==> src/rtl/core/sact_pkg.sv <==
// Shared types and constants of the cache tag store.
package sact_pkg;

  localparam int unsigned ADDR_W = 32;

  // Configuration register indexes
  typedef enum logic [2:0] {
    REG_OFFSET_BITS = 3'd0,
    REG_INDEX_BITS  = 3'd1,
    REG_WAYS        = 3'd2,
    REG_LRU         = 3'd3,
    REG_WALLOC      = 3'd4,
    REG_WBACK       = 3'd5
  } reg_idx_t;

  typedef struct packed {
    logic [3:0] offset_bits;
    logic [3:0] index_bits;
    logic [3:0] ways_in_use;
    logic       lru_mode;
    logic       write_allocate;
    logic       write_back;
  } cfg_t;

  typedef enum logic [1:0] {
    BK_IDLE,
    BK_READ,
    BK_RESOLVE,
    BK_CLEAR
  } bk_state_t;

endpackage

==> src/rtl/core/sact_front.sv <==
// Front end: accepts accesses, splits the address and queues set, tag and kind.
module sact_front #(
  parameter int unsigned SET_W = 8,
  parameter int unsigned IDX_MAX = 8,
  parameter int unsigned Q_DEPTH = 2
) (
  input  logic                        clk,
  input  logic                        rst_n,
  input  sact_pkg::cfg_t              cfg,
  input  logic                        in_valid,
  output logic                        in_ready,
  input  logic                        in_cmd,
  input  logic [sact_pkg::ADDR_W-1:0] in_addr,
  output logic                        q_valid,
  input  logic                        q_pop,
  output logic                        q_store,
  output logic [SET_W-1:0]            q_set,
  output logic [sact_pkg::ADDR_W-1:0] q_tag
);

  localparam int unsigned PTR_W = (Q_DEPTH > 1) ? $clog2(Q_DEPTH) : 1;
  localparam int unsigned ENT_W = 1 + SET_W + sact_pkg::ADDR_W;

  logic [ENT_W-1:0]  q_mem_r [Q_DEPTH];
  logic [PTR_W-1:0]  wr_ptr_r, rd_ptr_r;
  logic [PTR_W:0]    count_r;
  logic [3:0]        ib;
  logic [4:0]        sh;
  logic [sact_pkg::ADDR_W-1:0] shifted;
  logic [SET_W-1:0]  set_v;
  logic [sact_pkg::ADDR_W-1:0] tag_v;
  logic              push;
  logic [ENT_W-1:0]  head;

  // Limit the index width to what the set store can hold
  always_comb begin
    ib = cfg.index_bits;
    if ({28'd0, ib} > IDX_MAX) ib = 4'(IDX_MAX);
    sh = 5'(cfg.offset_bits) + 5'(ib);
    shifted = in_addr >> cfg.offset_bits;
    set_v = SET_W'(shifted & ((sact_pkg::ADDR_W'(1) << ib) - sact_pkg::ADDR_W'(1)));
    tag_v = 32'((33'(in_addr)) >> sh);
  end

  assign in_ready = (count_r != (PTR_W+1)'(Q_DEPTH));
  assign push = in_valid && in_ready;
  assign q_valid = (count_r != '0);
  assign head = q_mem_r[rd_ptr_r];
  assign q_store = head[ENT_W-1];
  assign q_set = head[ENT_W-2 -: SET_W];
  assign q_tag = head[sact_pkg::ADDR_W-1:0];

  always_ff @(posedge clk) begin
    if (push) q_mem_r[wr_ptr_r] <= {in_cmd, set_v, tag_v};
  end

  always_ff @(posedge clk) begin
    if (!rst_n) begin
      wr_ptr_r <= '0;
      rd_ptr_r <= '0;
      count_r  <= '0;
    end else begin
      if (push) wr_ptr_r <= (wr_ptr_r == PTR_W'(Q_DEPTH-1)) ? '0 : wr_ptr_r + 1'b1;
      if (q_pop) rd_ptr_r <= (rd_ptr_r == PTR_W'(Q_DEPTH-1)) ? '0 : rd_ptr_r + 1'b1;
      count_r <= count_r + (PTR_W+1)'(push) - (PTR_W+1)'(q_pop);
    end
  end

endmodule

==> config.mk <==
export PLATFORM = sky130hd
export DESIGN_NAME = sact_front
export DESIGN_NICKNAME = d
export VERILOG_FILES = /design/src/rtl/core/sact_pkg.sv /design/src/rtl/core/sact_front.sv
export SDC_FILE = /design/constraint.sdc
export NUM_CORES = 1
export LEC_CHECK = 0
export BUFFER_PORTS_ARGS = -buffer_cell sky130_fd_sc_hd__buf_4
export CAP_MARGIN = 20
export CORE_MARGIN = 10
export CORE_UTILIZATION = 62
export CTS_CLUSTER_DIAMETER = 100
export DETAILED_ROUTE_END_ITERATION = 12
export PLACE_DENSITY = 0.84
export SLEW_MARGIN = 20
export SYNTH_ARGS = -nofsm -noshare
export SYNTH_HDL_FRONTEND = slang
export SYNTH_SLANG_ARGS = --single-unit
==> constraint.sdc <==
create_clock -name clk -period 9.5 [get_ports clk]
set_input_delay 1.425 -clock clk [delete_from_list [all_inputs] [get_ports clk]]
set_output_delay 1.425 -clock clk [all_outputs]
set_load 0.005 [all_outputs]
==> impl_metrics.ini, run 1 <==
[timing]
fin_ws_ps = 4910
finClkSkew_ps = 11.9
rsz0062_at_grt = false
min_period_over_period_pct = 48.3
tightestPinTransition_ps = 1050
final_hold_viol_count = 0
slew_headroom_pct = 29.9
fin_setup_tns_ps = 0
timing.final.crit_period_ps = 4590
fmax_mhz = 218
report.final.slew_viol_count = 0
setup_viol = 0

[logic_synthesis]
syn-num-nets = 537
postSynthAreaPerCell_um2 = 12.4
synthesis.area_um2 = 5900
synthArstFlopShare_pct = 0
synth_warnings = 0
synth_flop_cell = edfxtp_1
synth-edff-count = 82
synth_cell_types = 49
synth_seq_cells = 87
synth_cells = 477
ys_seq_area_share_pct = 43.5

[hold_path]
hold_path_class = register to register
min_from = rd_ptr_r

[routing]
drt_iter0_drc = 434
ant_nets = 0
vias = 4336
drt-pass1-iter-count = 6
avgRoutedWirePerCell_um = 20.6
finalWirelength_mm = 13.9
vias_per_cell = 6.41
drcViolationCount = 0

[pwr]
p_leak_nw = 2.59
swShare_pct = 32.1
cellPowerDensity_nw_per_um2 = 183
p_sw_mw = 0.398
p_int_mw = 0.840
power.share.clock_pct = 19.9
pwr-share-comb_pct = 36.9
pwr-share-seq_pct = 43.2
vdd_ir_drop_max_mv = 0.0844

[layout]
nets = 602
antenna_cells = 0
fin_util_pct = 73.3
layout_common_cells = buf_4, edfxtp_1, mux2_2
final_area_um2 = 6780
syn2layout_area_growth_pct = 14.9
final_common_cell = buf_4
finalNonFillerCells = 676
layout-drive-gt1-share_pct = 38.6

[die]
core_area_um2 = 9240
die_y_um = 118
initial_core_util_pct = 63.8
ios = 95
die_w_um = 118
core.rowCount = 35
die_area_um2 = 13800

[clock_network]
clk_pin_slew_worst_paths_ps = 90
cts_tree = built
postCtsHoldBufs = 0
worstSkewPairLatency_ps = 360
cts_buffers = 9
cts_resized = 0
cts_setup_buffers = 0
numClockSinks = 87
cts-htree-levels = 3
cts_root_buffer = clkbuf_8
cts.path.max_buffers = 2

[critical_path]
cp_slowest_cell = o21ai_1
r2r-start = count_r[0]
required_ps = 9680
crit_family = simple AND/OR/NAND/NOR gates
critical_path_buf_inv_count = 1
cp.depth = 8
r2r_end = q_mem_r[0][14]
cp-start-kind = input port
endpoint = q_mem_r[0][6]
critPathMaxStageDelay_ps = 780
path_cells = buf_4, nor2b_1, ha_1, and3_1, o21ai_1, nand2_1, mux4_2, mux2i_1
cp_max_fo = 22
reg2reg_depth = 4
crit_arrival_ps = 4770
rrSetupSlack_ps = 7680
crit_type = input port to register
worstSetupStartpoint = cfg[9]
worstSetupEndpointType = register

[global_routing]
grt_pass1_vias = 4188
antenna_found_initial = 0
grt-ovfl-total = 0
grt_pass1_wl_mm = 22.3
grt_usage_pct = 19.6
grt_max_degree = 42

[run_status]
status = completed

[placement]
dp_cells = 660
dp_slack_ps = 4660
place_area_um2 = 6590
routabilityCongestion = 0.921
portBuffers = 87
hpwl_mm = 10.1

[run]
max_cap_viol_count = 0
## power by group through the flow
stage	sequential [mW]	clock, mW	combinational (mW)
after floorplan	0.532	0	0.296
final	0.535	0.246	0.457
after global routing	0.542	0.265	0.499
after global placement	0.539	0	0.435
after detailed placement	0.544	0	0.456
after CTS	0.535	0.249	0.458
## cells by family after synthesis
logic type	synth area share, %
DFF	43.5
adders and majority gates	1.82
muxes	31.4
xor gates and xnor gates	0.891
buffers and inverters	4.16
and+or+nand+nor	8.70
AOI/OAI and AO/OA	9.57
## metal layers
layer / track usage (%) / wire (um) / vias to the layer above
li1: - / - / 1987
met1: 26.7 / 5990 / 2105
met5: 0 / 0 / -
met3: 3.21 / 985 / 12
met2: 31.3 / 6790 / 232
met4: 5.87 / 157 / 0
## through the flow
stage	total power, mW	hold WS, ps
2_1_floorplan	0.828	542
3_3_place_gp	0.974	558
3_5_place_dp	1.00	597
4_1_cts	1.24	600
5_1_grt	1.31	639
6_report	1.24	600
## layout make-up
class / instances / area, um^2
Clock buffer: 10 / 138
Clock inverter: 6 / 52.6
Fill cell: 600 / 2460
Inverter: 10 / 37.5
Multi-Input combinational cell: 341 / 3110
Sequential cell: 87 / 2560
Tap cell: 129 / 161
Timing Repair Buffer: 93 / 718
## worst reg2reg max path, cell delays in order, from the launching register on
cell      delay [ps]
dfxtp_1          360
nand2b_1         150
nand2_1          120
nor2_4           630
buf_16           240
## sequential cells by signal, summed over array words and instances (netlist names), named ones only
| name | count |
|---|---|
| count_r | 2 |
| q_mem_r | 82 |
| rd_ptr_r | 1 |
| wr_ptr_r | 1 |
## worst min-delay path by stage
| stage | endpoint | cells after the start |
|---|---|---|
| 2_1_floorplan | wr_ptr_r | 2 |
| 3_3_place_gp | register | 2 |
| 3_5_place_dp | register | 2 |
| 4_1_cts | register | 2 |
| 5_1_grt | register | 2 |
| 6_report | register | 2 |
## synth_stat cells, types with 3 or more instances
| master | n | area [um^2] |
|---|---|---|
| a211oi_1 | 8 | 60.1 |
| a21o_1 | 4 | 30.0 |
| a21oi_1 | 24 | 120 |
| a221oi_1 | 3 | 26.3 |
| a22oi_1 | 4 | 30.0 |
| and2_1 | 7 | 43.8 |
| and3_1 | 7 | 43.8 |
| buf_2 | 9 | 45.0 |
| buf_4 | 5 | 37.5 |
| clkbuf_1 | 20 | 75.1 |
| dfxtp_1 | 5 | 100 |
| edfxtp_1 | 82 | 2460 |
| ha_1 | 7 | 87.6 |
| inv_1 | 10 | 37.5 |
| mux2_2 | 59 | 664 |
| mux2i_1 | 29 | 290 |
| mux4_1 | 5 | 131 |
| mux4_2 | 34 | 766 |
| nand2_1 | 35 | 131 |
| nand3_1 | 10 | 50.1 |
| nor2_1 | 33 | 124 |
| nor2b_1 | 4 | 25.0 |
| nor3_1 | 4 | 20.0 |
| o211ai_1 | 9 | 67.6 |
| o21a_1 | 3 | 22.5 |
| o21ai_0 | 22 | 110 |
| o31ai_1 | 3 | 22.5 |
| xnor2_1 | 4 | 35.0 |
No activity file was read; power rests on OpenSTA's default activity.
==> run 2, diff against run 1 <==
--- a/config.mk
+++ b/config.mk
@@ -5,13 +5,14 @@
 export SDC_FILE = /design/constraint.sdc
 export NUM_CORES = 1
 export LEC_CHECK = 0
+export ABC_AREA = 1
 export BUFFER_PORTS_ARGS = -buffer_cell sky130_fd_sc_hd__buf_4
 export CAP_MARGIN = 20
 export CORE_MARGIN = 10
-export CORE_UTILIZATION = 62
+export CORE_UTILIZATION = 52
 export CTS_CLUSTER_DIAMETER = 100
 export DETAILED_ROUTE_END_ITERATION = 12
-export PLACE_DENSITY = 0.84
+export PLACE_DENSITY = 0.75
 export SLEW_MARGIN = 20
 export SYNTH_ARGS = -nofsm -noshare
 export SYNTH_HDL_FRONTEND = slang
==> constraint.sdc (replaced) <==
create_clock -name clk -period 4.1 [get_ports clk]
set_input_delay 0.615 -clock clk [delete_from_list [all_inputs] [get_ports clk]]
set_output_delay 0.615 -clock clk [all_outputs]
set_load 0.005 [all_outputs]
==> run 2 against run 1 <==
- area after synthesis increased by 1.2%
- setup slack got worse by 4000 ps
- combinational power increased by 130%
- non-clock buffer count increased by 2
- clock power increased to 3.2 times the previous value
- core utilization decreased by 12 points
- die area increased by 17%
- total power increased by 140%
- critical path depth increased by 6
- final cell count increased by 38%
- design area increased by 2.2%
==> impl_metrics.ini, run 2 <==
[timing]
final_hold_viol_count = 0
rsz0062_at_grt = false
min_period_over_period_pct = 77.0
finClkSkew_ps = 4.13
slew_headroom_pct = 56.1
report.final.slew_viol_count = 0
fmax_mhz = 317
setup_viol = 0
fin_setup_tns_ps = 0
tightestPinTransition_ps = 657
timing.final.crit_period_ps = 3160

[die]
initial_core_util_pct = 52.7
die_w_um = 127
ios = 95
core_area_um2 = 11300
core.rowCount = 39
die_y_um = 127
die_area_um2 = 16200

[logic_synthesis]
synth_cells = 725
synth-edff-count = 82
synth_most_common_cell = nand3_1
synth_warnings = 0
synth_flop_cell = edfxtp_1
synth_top_cell_by_area = edfxtp_1
syn-num-nets = 785
synthesis.area_um2 = 5970
synth_cell_types = 34
postSynthAreaPerCell_um2 = 8.23
yosys-top-cells-area = edfxtp_1, nand3_1, nand2_1
synth_seq_cells = 87
synth_top_area_share_pct = 41.3
synth_common_cells = nand3_1, nand2_1, edfxtp_1
ys_seq_area_share_pct = 42.9
synthArstFlopShare_pct = 0

[clock_network]
clk_pin_slew_worst_paths_ps = 60
cts_root_buffer = clkbuf_16
numClockSinks = 87
cts-htree-levels = 3
cts_tree = built
cts.path.max_buffers = 2
cts_buffers = 9
cts_resized = 0
worstSkewPairLatency_ps = 340
cts_setup_buffers = 0
postCtsHoldBufs = 0

[run_status]
status = completed

[layout]
largest_reg_flops = 82
largestRegisters = q_mem_r: 82 flops, count_r: 2 flops
finalNonFillerCells = 934
syn2layout_area_growth_pct = 16.0
nets = 846
final_common_cell = nand3_1
antenna_cells = 0
regMostFlops = q_mem_r
fin_util_pct = 61.2
n_fill_cell = 1023
layout_common_cells = nand3_1, nand2_1, buf_4
final_area_um2 = 6930
layout-drive-gt1-share_pct = 22.8

[critical_path]
crit_type = input port to register
crit_top_cell = nand3_1
worstSetupStartpoint = cfg[7]
cp.depth = 14
required_ps = 4180
cp_slowest_cell = fa_1
cp-start-kind = input port
endpoint = q_mem_r[1][2]
critical_path_buf_inv_count = 4
crit_family = simple AND/OR/NAND/NOR gates
worstSetupEndpointType = register
critPathMaxStageDelay_ps = 460
rrSetupSlack_ps = 2390
r2r-start = count_r[0]
path_cells = buf_4, nor2_1, inv_1, nor2_1, inv_1, a21oi_1, ha_1, fa_1, inv_2, nand3_1, nand3_2, nand3_1, nand3_1, nand2_1
r2r_end = q_mem_r[1][22]
cp_max_fo = 32
reg2reg_depth = 5
crit_arrival_ps = 3240

[routing]
drcViolationCount = 0
avgRoutedWirePerCell_um = 17.6
drt_iter0_drc = 598
drt-pass1-iter-count = 5
finalWirelength_mm = 16.4
vias_per_cell = 5.98
ant_nets = 0
vias = 5585

[placement]
hpwl_mm = 12.4
place_area_um2 = 6640
portBuffers = 87
dp_cells = 918
routabilityCongestion = 0.956

[pwr]
pwr-share-seq_pct = 39.0
power.share.clock_pct = 25.8
vdd_ir_drop_max_mv = 0.450
pwr-share-comb_pct = 35.2
p_sw_mw = 0.997
p_int_mw = 2.01
swShare_pct = 33.1
cellPowerDensity_nw_per_um2 = 434
p_leak_nw = 2.95

[global_routing]
grt_usage_pct = 19.9
grt-ovfl-total = 0
grt_max_degree = 42
antenna_found_initial = 0
grt_pass1_vias = 5292
grt_pass1_wl_mm = 26.6

[hold_path]
hold_path_class = input port to register

[run]
max_cap_viol_count = 0
-- run 2: changes by cell type in the layout (fill, tap and decap cells not counted), moves of 9 or more --
cell,previous run,this run
nand3_1,10,241
mux2_2,59,41
nand2_1,35,191
mux2i_1,29,0
clkbuf_16,0,9
nor2_1,32,23
inv_1,10,21
a21oi_1,24,14
mux4_2,34,0
clkbuf_8,10,0
nand3_2,0,17
o21ai_0,22,3
-- run 2: power by group through the flow --
stage / Combinational, mW / Sequential (mW) / Clock (mW)
5_1_grt: 1.17 / 1.18 / 0.824
3_5_place_dp: 1.05 / 1.19 / 0
4_1_cts: 1.05 / 1.17 / 0.789
6_report: 1.06 / 1.17 / 0.775
3_3_place_gp: 1.02 / 1.18 / 0
2_1_floorplan: 0.694 / 1.18 / 0
-- run 2: routing by layer --
layer | GRT usage, % | part of all wire [%] | vias up
li1 | - | - | 2679
met1 | 26.8 | 44 | 2641
met2 | 31.5 | 47 | 234
met3 | 3.35 | 7.0 | 31
met4 | 7.64 | 2.5 | 0
met5 | 0 | 0 | -
-- run 2: cell type report --
class	count	area, um^2	area share, %
clock inverters	7	63.8	0.921
inverters	27	105	1.52
flip-flops and latches	87	2560	37.0
well taps	143	179	2.58
repair buffers	95	738	10.7
multi-input cells	566	3050	44.1
clock buffers	9	225	3.25
-- run 2: per-stage QoR --
step                setup WS, ps  power [mW]  hold slack, ps
finish                       943        3.01             462
global route                 665        3.18             453
CTS                          983        3.02             452
detailed placement           616        2.24             489
global placement             685        2.20             471
floorplan                   1200        1.88             458
-- run 2: how the worst min path moves through the flow --
stage	depth (start not counted)	from	endpoint
after floorplan	2	count_r[1]	count_r[1]
after global placement	2	count_r[1]	count_r[1]
after detailed placement	2	count_r[1]	count_r[1]
after CTS	1	in_cmd	q_mem_r[0][40]
after global routing	1	in_cmd	q_mem_r[0][40]
final	1	in_cmd	q_mem_r[0][40]
-- run 2: kinds of logic (layout without fill, tap and decap cells) --
kind of cell    after synthesis  in the layout  synth area share, %
compound gates               25             25                 2.29
fa+ha+maj                     8              8                 1.80
flops                        87             87                 42.9
simple gates                489            489                 38.6
mux                          41             41                 7.74
xor+xnor                      3              3                0.440
buf+inv                      72            138                 6.18
